<file path="config.mk">
export PLATFORM = sky130hd
export DESIGN_NAME = nearest_timestamp_frame_cache
export DESIGN_NICKNAME = d
export VERILOG_FILES = /design/src/rtl/nftc_pkg.sv /design/src/rtl/nftc_ram.sv /design/src/rtl/nftc_ctrl.sv /design/src/rtl/nftc_dp.sv /design/src/rtl/nearest_timestamp_frame_cache.sv
export SDC_FILE = /design/constraint.sdc
export NUM_CORES = 1
export LEC_CHECK = 0
export CAP_MARGIN = 20
export CORE_MARGIN = 1
export CORE_UTILIZATION = 51
export DETAILED_ROUTE_END_ITERATION = 16
export DONT_BUFFER_PORTS = 1
export GPL_ROUTABILITY_DRIVEN = 0
export PLACE_DENSITY_LB_ADDON = 0.3
export RECOVER_POWER = 100
export SETUP_SLACK_MARGIN = 0.3
export SLEW_MARGIN = 20
export SYNTH_ARGS = -nofsm -noshare
export SYNTH_HDL_FRONTEND = slang
export SYNTH_SLANG_ARGS = --single-unit
</file>
<file path="constraint.sdc">
create_clock -name clk -period 15.9 [get_ports clk]
set_input_delay 1.59 -clock clk [delete_from_list [all_inputs] [get_ports clk]]
set_output_delay 1.59 -clock clk [all_outputs]
set_load 0.05 [all_outputs]
</file>
<file path="src/rtl/nftc_pkg.sv">
// Shared types, widths and request codes for the nearest-timestamp frame cache.
// No dependencies; rtl files use scoped names, the testbench imports it.
package nftc_pkg;

  localparam int PTS_W    = 48;
  localparam int HANDLE_W = 16;
  localparam int DUR_W    = 24;
  localparam int TOL_W    = DUR_W - 1;
  localparam int DIST_W   = PTS_W + 1;

  localparam int CACHE_DEPTH_DEF = 8;

  localparam logic [TOL_W-1:0] DEFAULT_TOL_US = TOL_W'(20000);

  localparam logic [1:0] REQ_LOOKUP = 2'd0;
  localparam logic [1:0] REQ_STORE  = 2'd1;
  localparam logic [1:0] REQ_CLEAR  = 2'd2;

  typedef struct packed {
    logic [1:0]                 req_type;
    logic signed [PTS_W-1:0]    pts_us;
    logic [HANDLE_W-1:0]        image_handle;
    logic                       image_present;
  } nftc_req_t;

  typedef struct packed {
    logic                       hit;
    logic [HANDLE_W-1:0]        found_handle;
  } nftc_res_t;

  // controller to datapath
  typedef struct packed {
    logic load;
    logic scan_start;
    logic upd_start;
    logic rd_en;
    logic occ_clr;
    logic occ_inc;
    logic finish;
  } nftc_cmd_t;

  // datapath to controller
  typedef struct packed {
    logic idx_end;
    logic pipe_busy;
    logic match_found;
    logic full;
  } nftc_stat_t;

endpackage

</file>
<file path="src/rtl/nftc_ram.sv">
// Generic single-write, single-read RAM with registered read data.
// Standalone; no package dependency.
module nftc_ram #(
  parameter int WIDTH  = 8,
  parameter int DEPTH  = 8,
  parameter int ADDR_W = (DEPTH > 1) ? $clog2(DEPTH) : 1
) (
  input  logic              clk,
  input  logic              we,
  input  logic [ADDR_W-1:0] waddr,
  input  logic [WIDTH-1:0]  wdata,
  input  logic              re,
  input  logic [ADDR_W-1:0] raddr,
  output logic [WIDTH-1:0]  rdata
);

  logic [WIDTH-1:0] mem_r [DEPTH];
  logic [WIDTH-1:0] rdata_r;

  always_ff @(posedge clk) begin
    if (we) begin
      mem_r[waddr] <= wdata;
    end
    if (re) begin
      rdata_r <= mem_r[raddr];
    end
  end

  assign rdata = rdata_r;

endmodule

</file>
<file path="src/rtl/nftc_ctrl.sv">
// Request sequencer for the frame cache: scan pass, optional update pass, result.
// Depends on nftc_pkg for request codes and the command/status structs.
module nftc_ctrl (
  input  logic                   clk,
  input  logic                   rst_n,
  input  logic                   start,
  input  logic [1:0]             req_type,
  input  logic                   image_present,
  input  nftc_pkg::nftc_stat_t   stat,
  output nftc_pkg::nftc_cmd_t    cmd,
  output logic                   busy
);

  localparam logic [2:0] S_IDLE   = 3'd0;
  localparam logic [2:0] S_SCAN   = 3'd1;
  localparam logic [2:0] S_SDRAIN = 3'd2;
  localparam logic [2:0] S_UPD    = 3'd3;
  localparam logic [2:0] S_UDRAIN = 3'd4;
  localparam logic [2:0] S_FIN    = 3'd5;

  logic [2:0] state_r, state_nxt;
  logic [1:0] op_r, op_nxt;
  logic       pres_r, pres_nxt;
  logic       do_store;

  assign do_store = (op_r == nftc_pkg::REQ_STORE) && pres_r;

  always_comb begin
    state_nxt = state_r;
    op_nxt    = op_r;
    pres_nxt  = pres_r;
    cmd       = '0;
    unique case (state_r)
      S_IDLE: begin
        if (start) begin
          cmd.load       = 1'b1;
          cmd.scan_start = 1'b1;
          op_nxt         = req_type;
          pres_nxt       = image_present;
          state_nxt      = S_SCAN;
        end
      end
      S_SCAN: begin
        if (!stat.idx_end) begin
          cmd.rd_en = 1'b1;
        end else begin
          state_nxt = S_SDRAIN;
        end
      end
      S_SDRAIN: begin
        if (!stat.pipe_busy) begin
          if (do_store) begin
            cmd.upd_start = 1'b1;
            state_nxt     = S_UPD;
          end else begin
            state_nxt = S_FIN;
          end
        end
      end
      S_UPD: begin
        if (!stat.idx_end) begin
          cmd.rd_en = 1'b1;
        end else begin
          state_nxt = S_UDRAIN;
        end
      end
      S_UDRAIN: begin
        if (!stat.pipe_busy) begin
          state_nxt = S_FIN;
        end
      end
      S_FIN: begin
        cmd.finish  = 1'b1;
        cmd.occ_clr = (op_r == nftc_pkg::REQ_CLEAR);
        // a new timestamp grows the cache until it is full
        cmd.occ_inc = do_store && !stat.match_found && !stat.full;
        state_nxt   = S_IDLE;
      end
      default: begin
        state_nxt = S_IDLE;
      end
    endcase
  end

  always_ff @(posedge clk) begin
    if (!rst_n) begin
      state_r <= S_IDLE;
      op_r    <= nftc_pkg::REQ_LOOKUP;
      pres_r  <= 1'b0;
    end else begin
      state_r <= state_nxt;
      op_r    <= op_nxt;
      pres_r  <= pres_nxt;
    end
  end

  assign busy = (state_r != S_IDLE);

endmodule

</file>
<file path="src/rtl/nftc_dp.sv">
// Frame cache datapath: entry RAM, scan pipeline, nearest tracking, rank update.
// Depends on nftc_pkg and nftc_ram.
module nftc_dp #(
  parameter int DEPTH = nftc_pkg::CACHE_DEPTH_DEF
) (
  input  logic                          clk,
  input  logic                          rst_n,
  input  logic                          cfg_we,
  input  logic [nftc_pkg::DUR_W-1:0]    cfg_wdata,
  input  nftc_pkg::nftc_req_t           in_req,
  input  nftc_pkg::nftc_cmd_t           cmd,
  output nftc_pkg::nftc_stat_t          stat,
  output logic                          out_valid,
  output nftc_pkg::nftc_res_t           out_res
);

  localparam int AW = (DEPTH > 1) ? $clog2(DEPTH) : 1;
  localparam int OW = $clog2(DEPTH + 1);
  localparam int PW = nftc_pkg::PTS_W;
  localparam int HW = nftc_pkg::HANDLE_W;
  localparam int DW = nftc_pkg::DIST_W;
  localparam int TW = nftc_pkg::TOL_W;
  localparam int EW = PW + HW + AW;
  localparam logic [AW-1:0] LAST_RANK = AW'(DEPTH - 1);

  // configuration and request
  logic [nftc_pkg::DUR_W-1:0] dur_r;
  logic [TW-1:0]              tol_calc;
  logic [TW-1:0]              tol_r;
  nftc_pkg::nftc_req_t        req_r;

  // sequencing
  logic [OW-1:0] occ_r;
  logic [OW-1:0] idx_r;
  logic          upd_r;
  logic [OW-1:0] limit;
  logic          full;
  logic          ins_new;

  // RAM
  logic [EW-1:0] rd_word;
  logic [EW-1:0] wr_word;
  logic          wr_en;
  logic [PW-1:0] e_pts;
  logic [HW-1:0] e_handle;
  logic [AW-1:0] e_rank;

  // stage 1: read data valid
  logic          s1_vld_r;
  logic          s1_upd_r;
  logic [AW-1:0] s1_idx_r;
  logic signed [DW-1:0] e_s, q_s, d_pos, d_neg;
  logic [DW-1:0] abs_d;
  logic          s1_scan;

  // stage 2: distance registered
  logic          s2_vld_r;
  logic [DW-1:0] s2_abs_r;
  logic [HW-1:0] s2_handle_r;
  logic [AW-1:0] s2_rank_r;
  logic          take;

  // scan results
  logic          found_r;
  logic [DW-1:0] best_r;
  logic [AW-1:0] best_rank_r;
  logic [HW-1:0] best_handle_r;
  logic          match_found_r;
  logic [AW-1:0] match_slot_r;
  logic [AW-1:0] match_rank_r;
  logic [AW-1:0] oldest_slot_r;

  // update target and pivot rank
  logic [AW-1:0] tgt_slot;
  logic [OW-1:0] pivot;
  logic          is_tgt;

  logic          res_hit;
  logic          out_valid_r;
  nftc_pkg::nftc_res_t out_res_r;

  always_comb begin
    if (dur_r == '0) begin
      tol_calc = nftc_pkg::DEFAULT_TOL_US;
    end else if (dur_r[nftc_pkg::DUR_W-1:1] == '0) begin
      tol_calc = TW'(1);
    end else begin
      tol_calc = dur_r[nftc_pkg::DUR_W-1:1];
    end
  end

  assign full    = (occ_r == OW'(DEPTH));
  assign ins_new = !match_found_r && !full;
  assign limit   = upd_r ? (occ_r + OW'(ins_new)) : occ_r;

  assign stat.idx_end     = (idx_r == limit);
  assign stat.pipe_busy   = s1_vld_r | s2_vld_r;
  assign stat.match_found = match_found_r;
  assign stat.full        = full;

  nftc_ram #(
    .WIDTH (EW),
    .DEPTH (DEPTH),
    .ADDR_W(AW)
  ) u_ram (
    .clk  (clk),
    .we   (wr_en),
    .waddr(s1_idx_r),
    .wdata(wr_word),
    .re   (cmd.rd_en),
    .raddr(idx_r[AW-1:0]),
    .rdata(rd_word)
  );

  assign e_pts    = rd_word[EW-1 -: PW];
  assign e_handle = rd_word[AW +: HW];
  assign e_rank   = rd_word[AW-1:0];

  // both differences in parallel, pick the non-negative one
  assign e_s     = {e_pts[PW-1], e_pts};
  assign q_s     = {req_r.pts_us[PW-1], req_r.pts_us};
  assign d_pos   = e_s - q_s;
  assign d_neg   = q_s - e_s;
  assign abs_d   = d_pos[DW-1] ? d_neg : d_pos;
  assign s1_scan = s1_vld_r && !s1_upd_r;

  // ties go to the lower rank, which is the more recent entry
  assign take = s2_vld_r && (s2_abs_r <= DW'(tol_r)) &&
                ((s2_abs_r < best_r) ||
                 ((s2_abs_r == best_r) && (s2_rank_r < best_rank_r)));

  always_comb begin
    if (match_found_r) begin
      tgt_slot = match_slot_r;
      pivot    = OW'(match_rank_r);
    end else if (full) begin
      tgt_slot = oldest_slot_r;
      pivot    = OW'(LAST_RANK);
    end else begin
      tgt_slot = occ_r[AW-1:0];
      pivot    = occ_r;
    end
  end

  assign is_tgt = (s1_idx_r == tgt_slot);

  always_comb begin
    wr_en   = 1'b0;
    wr_word = rd_word;
    if (s1_vld_r && s1_upd_r) begin
      if (is_tgt) begin
        wr_en = 1'b1;
        if (match_found_r) begin
          wr_word = {e_pts, e_handle, AW'(0)};
        end else begin
          wr_word = {req_r.pts_us, req_r.image_handle, AW'(0)};
        end
      end else if (OW'(e_rank) < pivot) begin
        // age every entry that was more recent than the one moving up
        wr_en   = 1'b1;
        wr_word = {e_pts, e_handle, e_rank + AW'(1)};
      end
    end
  end

  assign res_hit = (req_r.req_type == nftc_pkg::REQ_LOOKUP) && found_r;

  // control state
  always_ff @(posedge clk) begin
    if (!rst_n) begin
      dur_r         <= '0;
      occ_r         <= '0;
      idx_r         <= '0;
      upd_r         <= 1'b0;
      s1_vld_r      <= 1'b0;
      s2_vld_r      <= 1'b0;
      found_r       <= 1'b0;
      match_found_r <= 1'b0;
      out_valid_r   <= 1'b0;
    end else begin
      if (cfg_we) begin
        dur_r <= cfg_wdata;
      end
      if (cmd.occ_clr) begin
        occ_r <= '0;
      end else if (cmd.occ_inc) begin
        occ_r <= occ_r + OW'(1);
      end
      if (cmd.scan_start) begin
        idx_r <= '0;
        upd_r <= 1'b0;
      end else if (cmd.upd_start) begin
        idx_r <= '0;
        upd_r <= 1'b1;
      end else if (cmd.rd_en) begin
        idx_r <= idx_r + OW'(1);
      end
      s1_vld_r <= cmd.rd_en;
      s2_vld_r <= s1_scan;
      if (cmd.load) begin
        found_r       <= 1'b0;
        match_found_r <= 1'b0;
      end else begin
        if (take) begin
          found_r <= 1'b1;
        end
        if (s1_scan && (e_pts == req_r.pts_us)) begin
          match_found_r <= 1'b1;
        end
      end
      out_valid_r <= cmd.finish;
    end
  end

  // payload
  always_ff @(posedge clk) begin
    s1_upd_r <= upd_r;
    s1_idx_r <= idx_r[AW-1:0];
    if (cmd.load) begin
      req_r  <= in_req;
      tol_r  <= tol_calc;
      best_r <= DW'(tol_calc) + DW'(1);
    end else if (take) begin
      best_r        <= s2_abs_r;
      best_rank_r   <= s2_rank_r;
      best_handle_r <= s2_handle_r;
    end
    if (s1_scan) begin
      s2_abs_r    <= abs_d;
      s2_handle_r <= e_handle;
      s2_rank_r   <= e_rank;
      if (e_pts == req_r.pts_us) begin
        match_slot_r <= s1_idx_r;
        match_rank_r <= e_rank;
      end
      if (e_rank == LAST_RANK) begin
        oldest_slot_r <= s1_idx_r;
      end
    end
    if (cmd.finish) begin
      out_res_r.hit          <= res_hit;
      out_res_r.found_handle <= res_hit ? best_handle_r : '0;
    end
  end

  assign out_valid = out_valid_r;
  assign out_res   = out_res_r;

endmodule

</file>
<file path="src/rtl/nearest_timestamp_frame_cache.sv">
// Nearest-timestamp frame cache, top level.
// Holds up to CACHE_DEPTH entries (timestamp, image handle) in a RAM, each with a
// recency rank; 0 is the most recent. Request channel: in_req is taken at a clock
// edge where start is high and busy is low. Request codes: lookup returns the
// handle of the entry nearest pts_us within the tolerance (half of
// frame_duration_us, at least 1, or 20000 when the duration is 0), the more
// recent entry winning ties; store moves an existing timestamp to the front or
// inserts a new entry, dropping the oldest when full; clear empties the cache.
// Every request gives exactly one result on out_res, shown for one cycle with
// out_valid high; the receiver cannot stall, so the result must be taken then.
// A lookup, clear or ignored request makes one pass over the entries held; a
// store with an image adds a second pass over the RAM. Both passes run on the
// single RAM read port, which visits one entry per cycle. busy is high from
// acceptance until the result appears, and the next request is taken in the
// cycle the result shows.
// cfg_we writes frame_duration_us (cfg_wdata); write it only while idle.
// Reset (rst_n low, synchronous) empties the cache and sets the duration to 0.
module nearest_timestamp_frame_cache #(
  parameter int CACHE_DEPTH = nftc_pkg::CACHE_DEPTH_DEF
) (
  input  logic                          clk,
  input  logic                          rst_n,
  input  logic                          start,
  output logic                          busy,
  input  nftc_pkg::nftc_req_t           in_req,
  output logic                          out_valid,
  output nftc_pkg::nftc_res_t           out_res,
  input  logic                          cfg_we,
  input  logic [nftc_pkg::DUR_W-1:0]    cfg_wdata
);

  nftc_pkg::nftc_cmd_t  cmd;
  nftc_pkg::nftc_stat_t stat;

  nftc_ctrl u_ctrl (
    .clk          (clk),
    .rst_n        (rst_n),
    .start        (start),
    .req_type     (in_req.req_type),
    .image_present(in_req.image_present),
    .stat         (stat),
    .cmd          (cmd),
    .busy         (busy)
  );

  nftc_dp #(
    .DEPTH(CACHE_DEPTH)
  ) u_dp (
    .clk      (clk),
    .rst_n    (rst_n),
    .cfg_we   (cfg_we),
    .cfg_wdata(cfg_wdata),
    .in_req   (in_req),
    .cmd      (cmd),
    .stat     (stat),
    .out_valid(out_valid),
    .out_res  (out_res)
  );

endmodule

</file>
* After elaboration in Yosys (flattened, before gate mapping)
Memories as Yosys holds them, arrays and structs flattened. A register that Yosys moved wholly into a read port is not among the register bits.
Cells that the tools add are included.
** Word-level totals
- Logic and storage cells :: 128
- Input bits :: 95
- Memories kept :: 1
- Register bits :: 299
- RAM bits :: 536
- Output and inout bits :: 19
** Memory list
- u_dp.u_ram.mem_r :: depth 8, width 67, rd ports 1, clocked after memory_dff 1, write ports 1, line nftc_ram.sv:17 : logic [WIDTH-1:0] mem_r [DEPTH];
** Operators by class
- Reductions and logical operators :: 31
- Bitwise operators :: 3
- $add $sub $neg :: 7
- $lt $le $gt $ge :: 4
- Mux-type cells :: 34
- Equal/unequal tests :: 18
** Operators with widths (count)
- two-way mux 67 bit :: 3
- two-way mux 49 bit :: 2
- subtractor 48 x 48 -> 49 bit :: 2
- equality test 49 bit :: 1
- less-or-equal comparator 49 x 23 -> 1 bit :: 1
- < comparator 49 bit :: 1
- equality test 48 bit :: 1
- two-way mux 48 bit :: 1
- two-way mux 23 bit :: 2
- two-way mux 3 bit :: 10
- adder 23 x 1 -> 24 bit (second input constant) :: 1
- zero test 24 bit :: 1
- zero test 23 bit :: 1
- case mux 3 bit (5 select lines) :: 1
- two-way mux 4 bit :: 3
- logical AND 1 bit :: 11
- two-way mux 1 bit :: 10
- equality test 3 bit (second input constant) :: 3
- adder 4 x 1 -> 4 bit (second input constant) :: 2
- AND reduction 2 bit :: 4
- OR reduction 2 bit :: 4
- equality test 3 x 2 -> 1 bit (second input constant) :: 2
- != test 2 bit (second input constant) :: 3
- AND reduction 5 bit :: 1
- 21 further kinds :: 26

* Longest topological paths before layout
- Depth in word-level cells :: 9
- Depth in mapped cells :: 15
- Mapped depth without buffers :: 15

* Hierarchy
From an unflattened synthesis, not the netlist that was laid out.
** Second synthesis, totals
- Cells, all modules :: 2759
- Area total of the unflattened synthesis :: 41717.5 sq um
** Modules (own cells, without submodules)
- nftc_ram :: area an instance 22510.3 sq um, cells each 854, times used 1, sequential area each 18107.4 sq um
- nftc_dp :: area an instance 18796.8 sq um, cells each 1860, times used 1, sequential area each 8378.0 sq um
- nftc_ctrl :: area an instance 410.4 sq um, cells each 45, times used 1, sequential area each 120.1 sq um

* Least setup slack after synthesis
No wires, ideal clock.
- Path type :: flip-flop to flip-flop
- From :: register u_dp.occ_r[0]
- To :: memory u_dp.u_ram.mem_r[4][0] (netlist name) (enable)
- Stages on the path, launching flop included :: 15
- Path buffers :: 1
- Slack :: 6.155 ns
- Arrival time :: 9.064 ns
- Library setup time :: 0.681 ns
- Cells stage by stage :: dfxtp_1 inv_1 ha_1 nand2_1 nor2_1 nor2_1 nor2_1 a21oi_1 ha_1 a21o_1 a21oi_1 a21oi_1 a21o_1 clkbuf_1 nor4b_1
** Between the ends
- Word-level cells in the longest chain between the ends :: 9
- Elaborated cells between the ends (all ways) :: 12
- Those cells by class :: order compare: 1; eq/ne: 2; mux: 9
** Ends and longest elaborated chain
- from (decl) :: line nftc_dp.sv:33 : logic [OW-1:0] occ_r;
- from (signal assigned) :: line nftc_dp.sv:187 : occ_r <= occ_r + OW'(1);
- equality test 4 bit :: line nftc_dp.sv:92 : assign full = (occ_r == OW'(DEPTH));
- two-way mux 4 bit :: line nftc_dp.sv:136 : end else if (full) begin
- two-way mux 4 bit :: line nftc_dp.sv:133 : if (match_found_r) begin
- < comparator 3 x 4 -> 1 bit :: line nftc_dp.sv:158 : end else if (OW'(e_rank) < pivot) begin
- two-way mux 1 bit :: line nftc_dp.sv:158
- two-way mux 1 bit * :: line nftc_dp.sv:151 : if (is_tgt) begin
- two-way mux 1 bit * :: line nftc_dp.sv:150 : if (s1_vld_r && s1_upd_r) begin
- two-way mux 1 bit * :: line nftc_ram.sv:21 : if (we) begin
- two-way mux 1 bit (implied by the code) * :: line nftc_ram.sv:22 : mem_r[waddr] <= wdata;
- to (decl) :: line nftc_ram.sv:17
Every way passes the cells marked *; elsewhere a longest branch is shown, timed or not.

* Worst setup path in the final report
- From :: input port start
- To :: register u_dp.req_r, in the netlist u_dp.q_s[45] (enable)
** Between the ends
- Word-level cells in the longest chain between the ends :: 2
** Ends and longest elaborated chain
- from (decl) :: line nearest_timestamp_frame_cache.sv:23 : input logic start,
- two-way mux 2 bit :: line nftc_ctrl.sv:35 : if (start) begin
- two-way mux 2 bit :: line nftc_ctrl.sv:33 : unique case (state_r)
- to (signal assigned) :: line nftc_dp.sv:220 : req_r <= in_req;
- to (decl) :: line nftc_dp.sv:30 : nftc_pkg::nftc_req_t req_r;
Every way passes these cells.
A chain may end at the register's enable or synchronous reset.

==> flow_metrics.env <==
export IMPL_outcome="finished with violations"
export IMPL_violations="capacitance limit, slew limit"
export IMPL_ff_latch_area_um2=26600
export IMPL_dp_cells=3749
export IMPL_grt_max_degree=79
export IMPL_grt_pass1_vias=23997
export IMPL_firstDrtPassIters=6
export IMPL_synthCells=2788
export IMPL_rows=104
export IMPL_synth_compound_area_frac=0.0736
export IMPL_cp_num_cells=4
export IMPL_critPathMaxStageDelay_ns=3.22
export IMPL_period_share=0.558
export IMPL_initial_core_util=0.515
export IMPL_grt_pass1_wl_mm=144
export IMPL_worstPathArrival_ns=8.77
export IMPL_synthAdderAreaFrac=0.0553
export IMPL_final_setup_tns_ns=0
export IMPL_synthMuxAreaShare=0.118
export IMPL_synth_top_family_by_area="multiplexers"
export IMPL_synth_ff_type="edfxtp_1"
export IMPL_nets=3060
export IMPL_multi_input_area_um2=13400
export IMPL_crit_chain="nand2_1, clkbuf_1, clkinvlp_2, clkbuf_1"
export IMPL_synthXorXnorAreaFrac=0.0173
export IMPL_final_cells=3925
export IMPL_io_pins=114
export IMPL_drc=0
export IMPL_design_core_area_um2=80400
export IMPL_synthesis_nets=3065
export IMPL_yosys_register_bits=902
export IMPL_final_max_slew_violation_count=1325
export IMPL_numPortBuffers=0
export IMPL_drive_gt1_frac=0.130
export IMPL_synthToLayoutAreaGrowth_pct=10.2
export IMPL_via_count=23730
export IMPL_cts_hold_buf=0
export IMPL_drv_cap=34
export IMPL_endpoint_kind="flop"
export IMPL_die_area_um2=82400
export IMPL_cts_sinks=902
export IMPL_wirelength_mm=95.9
export IMPL_cts_buffers=92
export IMPL_die_y_um=287
export IMPL_total_power_mw=5.56
export IMPL_cts_reportedPaths_clkPinSlew_ns=0.06
export IMPL_finalSetupViolCount=0
export IMPL_drtIter0Drc=2253
export IMPL_powerDensity_nw_per_um2=122
export IMPL_grt_usage=0.234
export IMPL_cp_start_kind="input pin"
export IMPL_crit_path_frequent_cell="clkbuf_1"
export IMPL_critPathRequiredTime_ns=15.80
export IMPL_synthDistinctLibCells=77
export IMPL_synth_edf_count=854
export IMPL_cts_root_buf="clkbuf_16"
export IMPL_die_w_um=287
export IMPL_fillers=6288
export IMPL_maxSlewHeadroom=-1.81
export IMPL_clk_latency_ns=0.70
export IMPL_synth_top_area_frac=0.619
export IMPL_ir_drop_mv=0.0869
export IMPL_cts_max_path_buffers=3
export IMPL_cp_max_fo=78
export IMPL_synth_area_leaders="edfxtp_1 62%, mux4_2 7.3%, ha_1 5.4%"
export IMPL_cts_resized=0
export IMPL_htreeDepth=3
export IMPL_holdPathStages=0
export IMPL_timing_fmax_mhz=113
export IMPL_syn_avg_cell_area_um2=14.9
export IMPL_antenna_left=0
export IMPL_ff2ff_path_depth=5
export IMPL_slowest_stage="clkinvlp_2"
export IMPL_yosys_area_top_type="edfxtp_1"
export IMPL_place_hpwl_mm=61.4
export IMPL_path_delay_family="buffers and inverters"
export IMPL_yosysWarnings=0
export IMPL_p_leak_nw=15.9
export IMPL_cts_tree="yes"
export IMPL_cp_buffers_inverters=3
export IMPL_netlist_area_um2=41400
export IMPL_viasPerCell=6.05
export IMPL_finalCriticalPeriod_ns=8.87
export IMPL_synthSimpleGateAreaFrac=0.0604
export IMPL_holdWs_ns=0.418
export IMPL_max_slew_worst_pin_slew_ns=4.22
export IMPL_utilization=0.568
export IMPL_ys_top_cells_by_count="854 x edfxtp_1, 207 x inv_1, 180 x ha_1"
export IMPL_post_cts_buffers=0
export IMPL_ys_seq_area_frac=0.642
export IMPL_synth_most_common_cell="edfxtp_1"
export IMPL_critical_path_class="in -> reg"
export IMPL_wl_per_cell_um=24.4
export IMPL_grt_ovfl_total=0
export IMPL_skew_ns=0.0635
export IMPL_rsz0062_at_grt="no"
export IMPL_hp_class="reg -> reg"
export IMPL_async_flop_share=0
export IMPL_hold_viol_final=0
export IMPL_antenna_found_initial=10
==> sequential cells by signal, indices dropped and copies added (netlist names), 17 cells and up <==
name	cells
u_dp.best_r	49
u_dp.dur_r	24
u_dp.req_r	18
u_dp.u_ram.mem_r	536
u_dp.u_ram.rdata	67
u_dp.q_s	48
u_dp.tol_r	23
u_dp.s2_abs_r	49
u_dp.out_res	17
==> placed cells by master (no fill, tap or decap), types with 45 or more instances in the layout <==
cell and n:
o21ai_0 102, ha_1 180, mux2_2 60, edfxtp_1 854
nand2_1 122, mux4_2 134, clkbuf_16 93, a21o_1 74
nor2_1 106, inv_1 207, clkbuf_1 45, mux2i_1 93
dfxtp_1 48, xnor2_1 50, a21oi_1 157
==> area by class of cell <==
cell class,count,share of cell area
Antenna cell,2,0.000110
Clock buffer,106,0.0525
Clock inverter,68,0.0214
Inverter,209,0.0172
Multi-Input combinational cell,1542,0.294
Sequential cell,902,0.582
Tap cell,1060,0.0290
Timing Repair Buffer,36,0.00312
==> through the flow <==
step                      instance area [um^2]  worst slack [ns]
after floorplan                          41400              6.15
after global placement                   42600             11.42
after detailed placement                 42600             11.48
after CTS                                46000             11.47
after global routing                     45700              6.20
final                                    45700              7.03
==> cell families (layout without fill, tap and decap cells) <==
kind of cell	Yosys count	in the layout
xor gates and xnor gates	81	81
muxes	312	312
AOI/OAI and AO/OA	480	480
buffers and inverters	344	419
other	0	2
and+or+nand+nor	487	487
DFF	902	902
adders and majority gates	182	182
==> per-layer routing <==
metal  vias to the layer above  global-route usage  part of all wire
met1                     12028               0.316              0.42
met2                       926               0.381              0.48
met5                         -                   0           0.00059
met3                       169              0.0465             0.072
met4                        10              0.0749             0.026
li1                      10597                   -                 -
==> final timing paths <==
| path | startpoint | end | slack (ns) |
|---|---|---|---|
| worst min register to register | u_dp.s2_handle_r[15] | u_dp.best_handle_r[15] | 0.42 |
| worst min-delay path | u_dp.s2_handle_r[15] | u_dp.best_handle_r[15] | 0.42 |
| worst max-delay path | start | u_dp.q_s[45] | 7.03 |
| worst max register to register | u_ctrl.state_r[1] | u_dp.q_s[45] | 7.27 |
==> power breakdown <==
part	switching, mW	leakage, nW	total (mW)	internal (mW)
Combinational	0.328	6.11	0.499	0.171
Sequential	0.0372	8.12	2.70	2.66
Clock	0.935	1.63	2.36	1.42
No activity file was read; power rests on OpenSTA's default activity.
